--- config.mk ---
export PLATFORM = sky130hd
export DESIGN_NAME = frame_sad_accumulator
export DESIGN_NICKNAME = d
export VERILOG_FILES = /design/src/design/fsa_pkg.sv /design/src/design/fsa_lane.sv /design/src/design/fsa_merge.sv /design/src/design/frame_sad_accumulator.sv
export SDC_FILE = /design/constraint.sdc
export NUM_CORES = 1
export LEC_CHECK = 0
export ABC_AREA = 1
export BUFFER_PORTS_ARGS = -buffer_cell sky130_fd_sc_hd__buf_2
export CORE_MARGIN = 3
export CORE_UTILIZATION = 50
export CTS_CLUSTER_DIAMETER = 50
export CTS_CLUSTER_SIZE = 12
export DETAILED_ROUTE_END_ITERATION = 16
export GPL_TIMING_DRIVEN = 0
export PLACE_DENSITY = 0.69
export SKIP_CTS_REPAIR_TIMING = 1
export SYNTH_ARGS = -nofsm -noshare
export SYNTH_HDL_FRONTEND = slang
export SYNTH_SLANG_ARGS = --single-unit
--- constraint.sdc ---
create_clock -name clock -period 5.21 [get_ports clock]
set_input_delay 1.042 -clock clock [delete_from_list [all_inputs] [get_ports clock]]
set_output_delay 1.042 -clock clock [all_outputs]
set_load 0.05 [all_outputs]
--- src/design/fsa_pkg.sv ---
`default_nettype none

package fsa_pkg;

   localparam int WORD_W   = 64;
   localparam int COUNT_W  = 4;
   localparam int OUT_W    = 48;
   localparam int LANES    = 4;
   localparam int LANE_W   = 16;
   localparam int BYTE_W   = 8;
   localparam int SUM_W    = 18;
   localparam int CSR_IDX_W = 1;
   localparam int CSR_DAT_W = 1;

   typedef logic [CSR_IDX_W-1:0] csr_index_type;

   localparam csr_index_type CSR_SAMPLE_WIDTH = 1'd0;
   localparam csr_index_type CSR_ALPHA_MASK   = 1'd1;

   // Per-lane control: sample mode plus which parts of the lane count.
   typedef struct packed {
      logic wide;
      logic sample_en;
      logic lo_en;
      logic hi_en;
   } lane_ctl_type;

   typedef logic [LANES-1:0][LANE_W-1:0] lane_diffs_type;

   function automatic lane_ctl_type lane_ctl(input logic wide, input logic alpha,
                                             input logic [COUNT_W-1:0] valid_bytes,
                                             input int lane);
      logic [COUNT_W-1:0] nb;
      logic [COUNT_W-1:0] lo_pos;
      logic [COUNT_W-1:0] hi_pos;
      logic [COUNT_W-1:0] lane_pos;
      lane_ctl_type       ctl;
      nb       = (valid_bytes > COUNT_W'(8)) ? COUNT_W'(8) : valid_bytes;
      lo_pos   = COUNT_W'(2 * lane);
      hi_pos   = COUNT_W'(2 * lane + 1);
      lane_pos = COUNT_W'(lane);
      // keep whole pixels only when alpha is present
      if (alpha) begin
         nb = wide ? (nb & COUNT_W'(8)) : (nb & COUNT_W'(12));
      end
      ctl.wide      = wide;
      ctl.sample_en = (lane_pos < (nb >> 1)) && !(alpha && (lane_pos == COUNT_W'(3)));
      ctl.lo_en     = (lo_pos < nb) && !(alpha && (lo_pos[1:0] == 2'd3));
      ctl.hi_en     = (hi_pos < nb) && !(alpha && (hi_pos[1:0] == 2'd3));
      return ctl;
   endfunction

endpackage

`default_nettype wire

--- src/design/fsa_lane.sv ---
`default_nettype none

module fsa_lane (
   input  wire logic                        clock,
   input  wire logic                        load,
   input  wire fsa_pkg::lane_ctl_type       ctl,
   input  wire logic [fsa_pkg::LANE_W-1:0]  cur,
   input  wire logic [fsa_pkg::LANE_W-1:0]  rfr,
   output logic      [fsa_pkg::LANE_W-1:0]  diff_ff
);
   import fsa_pkg::*;

   logic [LANE_W-1:0] wide_diff;
   logic [BYTE_W-1:0] lo_diff;
   logic [BYTE_W-1:0] hi_diff;
   logic [LANE_W-1:0] diff_in;

   always_comb begin
      wide_diff = (cur > rfr) ? (cur - rfr) : (rfr - cur);
      lo_diff   = (cur[BYTE_W-1:0] > rfr[BYTE_W-1:0])
                  ? (cur[BYTE_W-1:0] - rfr[BYTE_W-1:0])
                  : (rfr[BYTE_W-1:0] - cur[BYTE_W-1:0]);
      hi_diff   = (cur[LANE_W-1:BYTE_W] > rfr[LANE_W-1:BYTE_W])
                  ? (cur[LANE_W-1:BYTE_W] - rfr[LANE_W-1:BYTE_W])
                  : (rfr[LANE_W-1:BYTE_W] - cur[LANE_W-1:BYTE_W]);
      if (ctl.wide) begin
         diff_in = ctl.sample_en ? wide_diff : '0;
      end else begin
         diff_in = (ctl.lo_en ? LANE_W'(lo_diff) : '0) + (ctl.hi_en ? LANE_W'(hi_diff) : '0);
      end
   end

   always_ff @(posedge clock) begin
      if (load) begin
         diff_ff <= diff_in;
      end
   end

endmodule

`default_nettype wire

--- src/design/fsa_merge.sv ---
`default_nettype none

module fsa_merge (
   input  wire logic                           clock,
   input  wire logic                           load,
   input  wire fsa_pkg::lane_diffs_type        diffs,
   output logic      [fsa_pkg::SUM_W-1:0]      sum_ff
);
   import fsa_pkg::*;

   logic [SUM_W-1:0] sum_in;

   always_comb begin
      sum_in = '0;
      for (int i = 0; i < LANES; i++) begin
         sum_in = sum_in + SUM_W'(diffs[i]);
      end
   end

   always_ff @(posedge clock) begin
      if (load) begin
         sum_ff <= sum_in;
      end
   end

endmodule

`default_nettype wire

--- src/design/frame_sad_accumulator.sv ---
`default_nettype none

// Channel | Ports                                              | Transfer when
// --------+----------------------------------------------------+--------------------
// req     | current_word, reference_word, valid_bytes, frame_end | req_valid & req_ready
// rsp     | total_sad                                          | rsp_valid & rsp_ready
// csr     | index, wdata (write only)                          | csr_we
//
// One word per cycle sustained while no frame_end word waits on a stalled rsp side.
// After its last word transfers in, a frame total moves through the lane difference register,
// lane merge register, then output register. Reset sets 8-bit samples, no alpha masking,
// and a zero running total. A stalled rsp side holds only words flagged frame_end; other words
// keep draining into the total, so req stays ready until a second frame_end word waits in
// the merge register while a result still waits and the lane difference register is full.

module frame_sad_accumulator #(
   parameter int TOTAL_WIDTH = 48
) (
   input  wire logic                            clock,
   input  wire logic                            reset,
   input  wire logic                            req_valid,
   output logic                                 req_ready,
   input  wire logic [fsa_pkg::WORD_W-1:0]      req_current_word,
   input  wire logic [fsa_pkg::WORD_W-1:0]      req_reference_word,
   input  wire logic [fsa_pkg::COUNT_W-1:0]     req_valid_bytes,
   input  wire logic                            req_frame_end,
   output logic                                 rsp_valid,
   input  wire logic                            rsp_ready,
   output logic      [fsa_pkg::OUT_W-1:0]       rsp_total_sad,
   input  wire logic                            csr_we,
   input  wire fsa_pkg::csr_index_type          csr_index,
   input  wire logic [fsa_pkg::CSR_DAT_W-1:0]   csr_wdata
);
   import fsa_pkg::*;

   localparam logic [TOTAL_WIDTH-1:0] TOTAL_MAX = '1;

   logic                       sample_width_ff;
   logic                       alpha_ff;
   logic                       a_valid_ff;
   logic                       a_end_ff;
   logic                       b_valid_ff;
   logic                       b_end_ff;
   logic [TOTAL_WIDTH-1:0]     acc_ff;
   logic [TOTAL_WIDTH-1:0]     acc_in;
   logic [TOTAL_WIDTH:0]       acc_sum;
   logic [OUT_W+TOTAL_WIDTH-1:0] total_ext;
   logic                       rsp_valid_ff;
   logic [OUT_W-1:0]           rsp_total_ff;
   logic [OUT_W-1:0]           rsp_total_in;
   logic                       a_load;
   logic                       a_move;
   logic                       b_ready;
   logic                       b_move;
   lane_diffs_type             lane_diffs;
   logic [SUM_W-1:0]           b_sum_ff;

   // Word sum drains unless it closes a frame and the output register is busy.
   assign b_move    = b_valid_ff && (!b_end_ff || !rsp_valid_ff || rsp_ready);
   assign b_ready   = !b_valid_ff || b_move;
   assign a_move    = a_valid_ff && b_ready;
   assign req_ready = !a_valid_ff || b_ready;
   assign a_load    = req_valid && req_ready;

   always_ff @(posedge clock) begin
      if (reset) begin
         sample_width_ff <= 1'b0;
         alpha_ff        <= 1'b0;
      end else if (csr_we) begin
         case (csr_index)
            CSR_SAMPLE_WIDTH: sample_width_ff <= csr_wdata[0];
            CSR_ALPHA_MASK:   alpha_ff        <= csr_wdata[0];
            default: ;
         endcase
      end
   end

   for (genvar i = 0; i < LANES; i++) begin : g_lane
      lane_ctl_type ctl;
      assign ctl = lane_ctl(sample_width_ff, alpha_ff, req_valid_bytes, i);
      fsa_lane u_lane (
         .clock   (clock),
         .load    (a_load),
         .ctl     (ctl),
         .cur     (req_current_word[i*LANE_W +: LANE_W]),
         .rfr     (req_reference_word[i*LANE_W +: LANE_W]),
         .diff_ff (lane_diffs[i])
      );
   end

   fsa_merge u_merge (
      .clock  (clock),
      .load   (a_move),
      .diffs  (lane_diffs),
      .sum_ff (b_sum_ff)
   );

   always_ff @(posedge clock) begin
      if (reset) begin
         a_valid_ff <= 1'b0;
         b_valid_ff <= 1'b0;
      end else begin
         if (req_ready) begin
            a_valid_ff <= req_valid;
         end
         if (b_ready) begin
            b_valid_ff <= a_valid_ff;
         end
      end
   end

   always_ff @(posedge clock) begin
      if (a_load) begin
         a_end_ff <= req_frame_end;
      end
      if (a_move) begin
         b_end_ff <= a_end_ff;
      end
   end

   // Saturating accumulate; a carry out of the top means the total pegs.
   always_comb begin
      acc_sum      = {1'b0, acc_ff} + (TOTAL_WIDTH+1)'(b_sum_ff);
      acc_in       = acc_sum[TOTAL_WIDTH] ? TOTAL_MAX : acc_sum[TOTAL_WIDTH-1:0];
      total_ext    = {{OUT_W{1'b0}}, acc_in};
      rsp_total_in = total_ext[OUT_W-1:0];
   end

   always_ff @(posedge clock) begin
      if (reset) begin
         acc_ff       <= '0;
         rsp_valid_ff <= 1'b0;
      end else begin
         if (b_move) begin
            acc_ff <= b_end_ff ? '0 : acc_in;
         end
         if (b_move && b_end_ff) begin
            rsp_valid_ff <= 1'b1;
         end else if (rsp_ready) begin
            rsp_valid_ff <= 1'b0;
         end
      end
   end

   always_ff @(posedge clock) begin
      if (b_move && b_end_ff) begin
         rsp_total_ff <= rsp_total_in;
      end
   end

   assign rsp_valid     = rsp_valid_ff;
   assign rsp_total_sad = rsp_total_ff;

   a_frame_end_clears: assert property (@(posedge clock) disable iff (reset)
      b_move && b_end_ff |=> acc_ff == '0)
      else $error("running total not cleared after frame end");

   a_no_result_overwrite: assert property (@(posedge clock) disable iff (reset)
      b_move && b_end_ff |-> (!rsp_valid_ff || rsp_ready))
      else $error("frame total overwrote a pending result");

   a_saturation_sticks: assert property (@(posedge clock) disable iff (reset)
      (acc_ff == TOTAL_MAX) && !(b_move && b_end_ff) |=> acc_ff == TOTAL_MAX)
      else $error("saturated total left the top of range without a clear");

   a_hold_on_stall: assert property (@(posedge clock) disable iff (reset)
      b_valid_ff && !b_move |=> b_valid_ff && $stable(b_sum_ff) && $stable(acc_ff))
      else $error("stalled word sum changed or was lost");

endmodule

`default_nettype wire

## Word level (Yosys, flattened, before mapping)

Cells that the tools add are included.

- Word-level logic and storage cells: 126
- Register bits after elaboration: 185
- Output and inout bits: 50

- Muxes and demuxes: 35
- Bitwise gates (word level): 1
- Magnitude comparators: 25
- $add $sub $neg: 32
- Reductions and logical operators: 19

Operators by type and width:

| kind | number |
|---|---|
| 16-bit two-way mux | 12 |
| 8-bit two-way mux | 16 |
| 16-bit subtractor | 8 |
| 8-bit subtractor | 16 |
| 48-bit two-way mux | 2 |
| 16-bit adder | 4 |
| 16-bit > comparator | 4 |
| 8-bit > comparator | 8 |
| 48-bit by 18-bit adder with 49-bit output | 1 |
| 18-bit by 16-bit adder with 18-bit output | 2 |
| 16-bit by 16-bit adder with 17-bit output | 1 |
| 3-bit by 4-bit < comparator with 1-bit output, first input constant | 4 |
| 1-bit by 4-bit < comparator with 1-bit output, first input constant | 2 |
| 2-bit by 4-bit < comparator with 1-bit output, first input constant | 2 |
| 1-bit logical AND | 7 |
| 1-bit by 3-bit < comparator with 1-bit output, first input constant | 2 |
| 2-bit by 3-bit < comparator with 1-bit output, first input constant | 2 |
| 3-bit two-way mux | 2 |
| 1-bit logical NOT | 5 |
| 4-bit > comparator, second input constant | 1 |
| 1-bit logical OR | 4 |
| 4-bit two-way mux | 1 |
| 2-bit AND reduction | 2 |
| 1-bit two-way mux | 2 |
| 2 further kinds | 2 |

## Logic depth before layout (Yosys ltp)

Gate-level depths: netlist of run 1.

- Depth in word-level cells: 9
- Mapped depth: 27
- Gate-level depth less buffers: 26

## By module

A second synthesis of run 1 with hierarchy kept.

- Cells, all modules: 3620
- Area total of the unflattened synthesis: 22880.7 um^2

By module, submodules not included:

| module | area an instance (um^2) | cells an instance | times used |
|---|---|---|---|
| fsa_lane at g_lane[0].u_lane ... | 3482.1 | 588 | 2 |
| frame_sad_accumulator | 6496.2 | 938 | 1 |
| fsa_lane at g_lane[3].u_lane | 3483.3 | 591 | 1 |
| fsa_lane at g_lane[2].u_lane | 3468.3 | 590 | 1 |
| fsa_merge | 2468.6 | 325 | 1 |

## Worst setup path before layout of run 1

Ideal clock, no wire load.

- Path kind: input to register
- Start: input rsp_ready
- End: register a_end_ff, enable pin
- Buffers on the path: 0
- Data required time: 4720 ps
- Data arrival time: 4054 ps
- Cell stages on the path: 6
- Setup time: 490 ps
- Slack: 666 ps
- Path through: inv_1 > nand3_1 > nor2_1 > inv_1 > nor2_1 > nor2_1

- Longest elaborated chain between the ends: 5

Ends and longest elaborated chain:

| item | line | text |
|---|---|---|
| start: declaration | frame_sad_accumulator.sv:28 | `input wire logic rsp_ready,` |
| 1-bit logical OR | frame_sad_accumulator.sv:59 | `assign b_move = b_valid_ff && (!b_end_ff \|\| !rsp_valid_ff \|\| rsp_ready);` |
| 1-bit logical AND | frame_sad_accumulator.sv:59 |  |
| 1-bit logical OR | frame_sad_accumulator.sv:60 | `assign b_ready = !b_valid_ff \|\| b_move;` |
| 1-bit logical OR | frame_sad_accumulator.sv:62 | `assign req_ready = !a_valid_ff \|\| b_ready;` |
| 1-bit logical AND | frame_sad_accumulator.sv:63 | `assign a_load = req_valid && req_ready;` |
| named net a_load | frame_sad_accumulator.sv:51 | `logic a_load;` |
| end signal: assignment | frame_sad_accumulator.sv:114 | `a_end_ff <= req_frame_end;` |
| end: declaration | frame_sad_accumulator.sv:41 | `logic a_end_ff;` |

The timed path passes the listed nets, and every way through them passes these cells.
A chain may end at the register's enable or synchronous reset.

## Worst setup path in the final report of run 1

- Start: input req_current_word[60] (netlist bit)
- End: register g_lane[3].u_lane.diff_ff[8] (netlist bit), data pin

- Longest elaborated chain between the ends: 5

Ends and longest elaborated chain:

| item | line | text |
|---|---|---|
| start: declaration | frame_sad_accumulator.sv:23 | `input wire logic [fsa_pkg::WORD_W-1:0] req_current_word,` |
| 8-bit subtractor (tied with other cells) | fsa_lane.sv:25 | `: (rfr[LANE_W-1:BYTE_W] - cur[LANE_W-1:BYTE_W]);` |
| 8-bit two-way mux | fsa_lane.sv:24 | `? (cur[LANE_W-1:BYTE_W] - rfr[LANE_W-1:BYTE_W])` |
| 8-bit two-way mux | fsa_lane.sv:29 | `diff_in = (ctl.lo_en ? LANE_W'(lo_diff) : '0) + (ctl.hi_en ? LANE_W'(hi_diff) : '0);` |
| 16-bit adder | fsa_lane.sv:29 |  |
| 16-bit two-way mux (*) | fsa_lane.sv:26 | `if (ctl.wide) begin` |
| named net g_lane[3].u_lane.diff_in[8] | fsa_lane.sv:16 | `logic [LANE_W-1:0] diff_in;` |
| end signal: assignment | fsa_lane.sv:35 | `diff_ff <= diff_in;` |
| end: declaration | fsa_lane.sv:9 | `output logic [fsa_pkg::LANE_W-1:0] diff_ff` |

Mark *: on every way through the listed nets, which the timed path passes. The rest lies on a longest branch.

==> metrics.txt, run 1 <==
outcome finished clean; layout cell share with drive strength beyond 1 about 11%; DPL Wire Length 53120 um; initial core utilization approximately half; I/O pins 190; vias in the first global route 19.53k; commonest non-fill, non-tap cells in the layout 843 x nand2_1, 533 x inv_1, 303 x a21oi_1, 221 x nor2_1, 214 x ha_1; VDD IR max 0.0003105 V; Core ar. 41290 um^2; drt via density 5.283; Power per Cell Area roughly 320 nW/um^2; die width 211.6 um; top cell type's share of synthesized area 18.76%; P_leak 12.07 nW; # placed instances 3848; setup violators final 0; GR Overflow Total 0; register area share after synthesis 23.78%; worst skew pair latency 0.44 ns; RSZ-0062 raised after global routing no; DR iter-0 viols approximately 1.7k; Final #Nets 3728; syn_area_per_cell 6.758 um^2; Ys Warns 0; Max Slew Vio Count 0; GRT Overall Usage 27.63%; Multi-input gate area 13620 um^2; sw power approximately 3.3 mW; total vias in the final route 20.50k; Post-Syn Nets 3519; clock sinks between 150 and 200; Final Routed Wirelength 62480 um; count of cell types in the netlist 59; Logic pwr share 54.9%; Rows 74; Worst slew margin 46.17%; critical path type in2reg; Die ar. about 45000 um^2; Worst Path Max Fanout 9; ant diodes 0; HP Class reg2reg; total of max-cap violations 0; critical path arrival approximately 4.7 ns; largest cells by area after synthesis edfxtp_1 19%, nand2_1 15%, ha_1 13%, inv_1 9.5%, a21oi_1 7.2%; CTS tree built; largest net degree at the start of global routing 38; TritonRoute pass-1 iters 5; initial antenna violation count 1; Die Y 211.6 um; startpoint types primary input; Power Internal 4.155 mW; post-synthesis async set-or-reset flop share 0%; # DRC 0; FMAX roughly 0.22 GHz; Slew @ Worst Pin slightly above 0.8 ns; fin cells 3880; CP Data Required Time between 5 and 6 ns; synthesized instance count 3126; Post-DRT Antenna Nets 0; register area 5025 um^2; Clock H-tree levels 4; Port Buffers 188; Worst-path clk slew ~0.08 ns; Post-synth EDFFs 132; period utilisation layout a little under nine tenths; Fillers 4096; TritonCTS Buffers 17; ys flop type edfxtp_1; Area Growth Syn to Fin 10.78%; part of the power in registers between 20 and 30%; Root Driver clkbuf_16; sw frac between 40% and 50%; Routability Congestion 0.9790; post-route minimum period approximately 4.5 ns; first-pass GRT wire length about 100000 um; most common cell after layout, fill and taps aside nand2_1; area leader, netlist edfxtp_1; clk buf depth 2; Crit. End Element flop; design area 23400 um^2; drt wl/cell between 15 and 20 um; Mapped Area between 20000 and 25000 um^2; Fin. Hold Viols 0; Worst Skew 0.01479 ns; placed cell areas 22780 um^2; Clock power frac between 10% and 20%; Yosys reg bits 185
area by class of cell:
| type | instances | area share (%) |
|---|---|---|
| Multi-Input combinational cell | 2323 | 58.20 |
| Clock buffer | 17 | 1.818 |
| Buffer | 66 | 1.732 |
| Clock inverter | 15 | 0.8500 |
| Tap cell | 532 | 2.844 |
| Timing Repair Buffer | 190 | 4.191 |
| Sequential cell | 185 | 21.47 |
| Inverter | 552 | 8.901 |
per-stage QoR:
| stage | power (mW) | setup TNS, ns | util (%) | worst slack (ns) | hold slack, ns |
|---|---|---|---|---|---|
| 2_1_floorplan | 5.089 | 0 | - | 0.6662 | 0.4003 |
| 3_3_place_gp | 5.984 | -23.93 | 55.05 | -0.3758 | 0.4094 |
| 3_5_place_dp | 6.076 | 0 | 55.17 | 0.2992 | 0.4072 |
| 4_1_cts | 7.452 | 0 | 56.68 | 0.7598 | 0.4245 |
| 5_1_grt | 8.143 | 0 | 56.68 | 0.4228 | 0.4345 |
| 6_report | 7.474 | 0 | 56.68 | 0.7439 | 0.4223 |
per-layer routing:
| metal | global-route usage [%] | up-vias | share of wire (%) |
|---|---|---|---|
| li1 | - | 10440 | - |
| met4 | 7.136 | 2 | 2.1 |
| met2 | 46.94 | 538 | 47 |
| met3 | 2.549 | 81 | 4.5 |
| met5 | 0 | - | 0.021 |
| met1 | 38.02 | 9442 | 46 |
flip-flops by register name (all words and copies together) (netlist names):
signal,count
sample_width_ff,1
acc_ff,48
g_lane.u_lane.diff_ff,64
b_end_ff,1
rsp_total_sad,48
b_valid_ff,1
a_valid_ff,1
rsp_valid,1
u_merge.sum_ff,18
alpha_ff,1
a_end_ff,1
logic make-up after synthesis:
| kind of cell | Yosys count | synth area share, % |
|---|---|---|
| buffers and inverters | 618 | 11.78 |
| xor gates and xnor gates | 147 | 6.094 |
| DFF | 185 | 23.78 |
| adders and majority gates | 253 | 16.37 |
| AOI/OAI and AO/OA | 565 | 14.56 |
| and+or+nand+nor | 1358 | 27.41 |
worst paths after layout:
path | from | to | slack (ns) | cells past startpoint
worst min register to register | a_end_ff$_DFFE_PP_ | b_end_ff$_DFFE_PP_ | 0.42 | 0
worst min-delay path | a_end_ff$_DFFE_PP_ | b_end_ff$_DFFE_PP_ | 0.42 | 0
worst max-delay path | req_current_word[60] | g_lane[3].u_lane.diff_ff[8]$_DFFE_PP_ | 0.74 | 24
worst max register to register | g_lane[1].u_lane.diff_ff[0]$_DFFE_PP_ | u_merge.sum_ff[15]$_DFFE_PP_ | 1.13 | 22
power by group through the flow:
stage | Sequential [mW] | Clock (mW) | Combinational (mW)
global route | 2.02 | 1.43 | 4.69
global placement | 2.05 | 0 | 3.94
floorplan | 2.04 | 0 | 3.05
detailed placement | 2.04 | 0 | 4.03
CTS | 2.01 | 1.37 | 4.07
finish | 2.01 | 1.36 | 4.11
critical path, stage by stage:
cell	delay, ns
buf_2	0.10
inv_1	0.04
ha_1	0.26
buf_2	0.23
nand2_1	0.18
nor3_2	0.40
inv_2	0.06
o21ai_0	0.17
nand2_1	0.21
inv_2	0.19
nand2_1	0.09
nand3_1	0.07
nand2_1	0.05
nor2_1	0.24
ha_1	0.35
nand3_1	0.12
nand3_1	0.10
nand2_1	0.08
nand2_1	0.05
a21oi_1	0.15
nor2_1	0.08
o21a_1	0.17
o21ai_0	0.14
nand2_1	0.09
synth_stat cells, types with 3 or more instances:
master,n
xor2_1,139
xnor2_1,8
nand4_1,17
nand2_4,4
ha_1,214
clkinv_1,3
nor2_2,8
and2_1,3
o21bai_1,20
o21ai_0,148
fa_1,39
edfxtp_1,132
o21ai_1,18
o21a_1,18
buf_6,9
nand3_1,147
nor4_1,8
or2_2,3
a21boi_0,4
nand2_2,29
buf_2,16
inv_2,12
clkbuf_1,18
buf_4,18
o22ai_1,6
nor3_1,24
nand2_1,843
nand3_2,24
a21oi_1,303
inv_1,534
buf_1,3
nand3b_1,13
nor2_1,222
a21o_1,8
o211ai_1,6
a211oi_1,17
dfxtp_1,53
o2111ai_1,5
nor3_2,3
No activity file was read; power rests on OpenSTA's default activity.
==> run 2: changes to the inputs <==
==> constraint.sdc (replaced) <==
create_clock -name clock -period 5.21 [get_ports clock]
set_input_delay 0.2605 -clock clock [delete_from_list [all_inputs] [get_ports clock]]
set_output_delay 0.2605 -clock clock [all_outputs]
set_load 0.05 [all_outputs]
==> metrics.txt, run 2 (synthesis results as in run 1) <==
startpoint types flop; Hold Worst Slack 0.1336 ns (-0.2887 ns); most common cell after layout, fill and taps aside nand2_1; I/O pins 190 (unchanged); initial antenna violation count 1 (unchanged); GRT Overall Usage 27.63% (unchanged); VDD IR max 0.0003107 V (about the same); DR iter-0 viols 1536 (-9.8%); Rows 74 (unchanged); drt wl/cell 16.09 um (about the same); clock sinks 185 (unchanged); Hold Crit Endpoint sample_width_ff$_SDFFE_PP0P_; setup violators final 0 (unchanged); RR Startpoint g_lane[1].u_lane.diff_ff[0]$_DFFE_PP_; Fin. Hold Viols 0 (unchanged); Worst slew margin 46.10% (-0.069 points); Crit. End Element flop; vias in the first global route 19.53k (unchanged); Worst-path clk slew 0.08 ns (about the same); Worst Path Max Fanout 4 (-5); initial core utilization 51.16% (unchanged); worst skew pair latency 0.44 ns (about the same); Area Growth Syn to Fin 10.83% (about the same); RSZ-0062 raised after global routing no; worst setup path startpoint g_lane[1].u_lane.diff_ff[0]$_DFFE_PP_; Max Slew Vio Count 0 (unchanged); P_leak 12.08 nW (about the same); drt via density 5.280 (about the same); Root Driver clkbuf_16; Post-DRT Antenna Nets 0 (unchanged); Final #Nets 3729 (+0.027%); total of max-cap violations 0 (unchanged); post-route minimum period 4.090 ns (-0.3762 ns); part of the power in registers 26.9% (about the same); critical path arrival 4.28 ns (-0.38 ns); sw frac 44.43% (about the same); Die ar. 44760 um^2 (unchanged); CTS tree built; total vias in the final route 20.49k (-0.024%); Power per Cell Area 319.3 nW/um^2 (about the same); TritonRoute pass-1 iters 6 (+1); Port Buffers 188 (unchanged); flop2flop setup slack 1.12 ns (about the same); Routability Congestion 0.9790 (unchanged); FMAX 0.2445 GHz (+9.2%); Clock power frac 18.2% (about the same); Most flops, register g_lane.u_lane.diff_ff; fin cells 3881 (+0.026%); design area 23420 um^2 (about the same); placed cell areas 22780 um^2 (unchanged); Die Y 211.6 um (unchanged); largest net degree at the start of global routing 38 (unchanged); clk buf depth 2 (unchanged); TritonCTS Buffers 17 (unchanged); first-pass GRT wire length 99790 um (unchanged); # DRC 0 (unchanged); GR Overflow Total 0 (unchanged); # placed instances 3848 (unchanged); worst r2r path cells 22 (unchanged); critical path type reg2reg; total negative setup slack 0 ns (unchanged); worst flop-to-flop path endpoint u_merge.sum_ff[15]$_DFFE_PP_; Pwr Total 7.477 mW (about the same); Worst Hold Depth 3 (+3); DPL Wire Length 53120 um (unchanged); Hold Path Origin csr_wdata; period utilisation layout 78.50% (-7.2 points); layout cell share with drive strength beyond 1 10.84% (about the same); Logic pwr share 54.9% (about the same); outcome finished clean; Worst Skew 0.01434 ns (-0.0004505 ns); Final Routed Wirelength 62460 um (about the same); commonest non-fill, non-tap cells in the layout 843 x nand2_1, 533 x inv_1, 303 x a21oi_1, 221 x nor2_1, 214 x ha_1; Slew @ Worst Pin 0.8085 ns (+0.002946 ns); Power Internal 4.155 mW (about the same); sw power 3.322 mW (about the same); die width 211.6 um (unchanged); HP Class in2reg; Clock H-tree levels 4 (unchanged); ant diodes 0 (unchanged); Core ar. 41290 um^2 (unchanged); max reg flops 64 (unchanged); CP Data Required Time 5.40 ns (about the same)
## run 2: critical path, cell delays in order (launching register included)
cell and delay (ns):
edfxtp_1 0.41, ha_1 0.19, inv_1 0.06, fa_1 0.40, o21a_1 0.24, o21bai_1 0.29
nand2_1 0.08, nand2_1 0.11, a21oi_1 0.10, inv_1 0.06, nand2_1 0.06, nand3b_1 0.09
nand2_1 0.08, fa_1 0.48, inv_1 0.04, ha_1 0.36, nand2_1 0.09, nor2_1 0.14
nand3_1 0.10, o2111ai_1 0.18, nand3_1 0.11, nand2_1 0.11, xor2_1 0.07
## run 2: through the flow
| step | util [%] | setup slack [ns] |
|---|---|---|
| floorplan | - | 1.167 |
| global placement | 55.05 | 0.4026 |
| detailed placement | 55.17 | 1.081 |
| finish | 56.70 | 1.120 |
| CTS | 56.68 | 1.161 |
| global route | 56.70 | 0.8647 |
## run 2: layer usage
metal  part of all wire [%]  vias up  GRT usage, %  wire length (um)
met5                  0.021        -             0                13
met4                    1.9        2         7.136              1192
met3                    4.8       62         2.549              3014
met2                     47      569         46.94             29390
met1                     46     9424         38.02             28840
li1                       -    10440             -                 -
## run 2: area by class of cell
cell class	instances	area, um^2
fill	4095	17880
multi-input combinational	2323	13620
sequential	185	5025
inverter	552	2083
timing repair buffer	191	991.0
tap	532	665.6
clock buffer	17	425.4
buffer	66	405.4
clock inverter	15	198.9
## run 2: power by group through the flow
| stage | Clock (mW) | Sequential, mW | Combinational (mW) |
|---|---|---|---|
| global placement | 0 | 2.05 | 3.94 |
| global route | 1.43 | 2.02 | 4.69 |
| finish | 1.36 | 2.01 | 4.11 |
| floorplan | 0 | 2.04 | 3.05 |
| CTS | 1.37 | 2.01 | 4.07 |
| detailed placement | 0 | 2.04 | 4.03 |
## run 2: worst max path at each step
stage	end	cells after the start
floorplan	a_end_ff$_DFFE_PP_	5
global placement	g_lane[2].u_lane.diff_ff[15]$_SDFFCE_PP0P_	5
detailed placement	g_lane[3].u_lane.diff_ff[8]$_DFFE_PP_	24
CTS	u_merge.sum_ff[15]$_DFFE_PP_	22
global route	u_merge.sum_ff[15]$_DFFE_PP_	22
finish	u_merge.sum_ff[15]$_DFFE_PP_	22
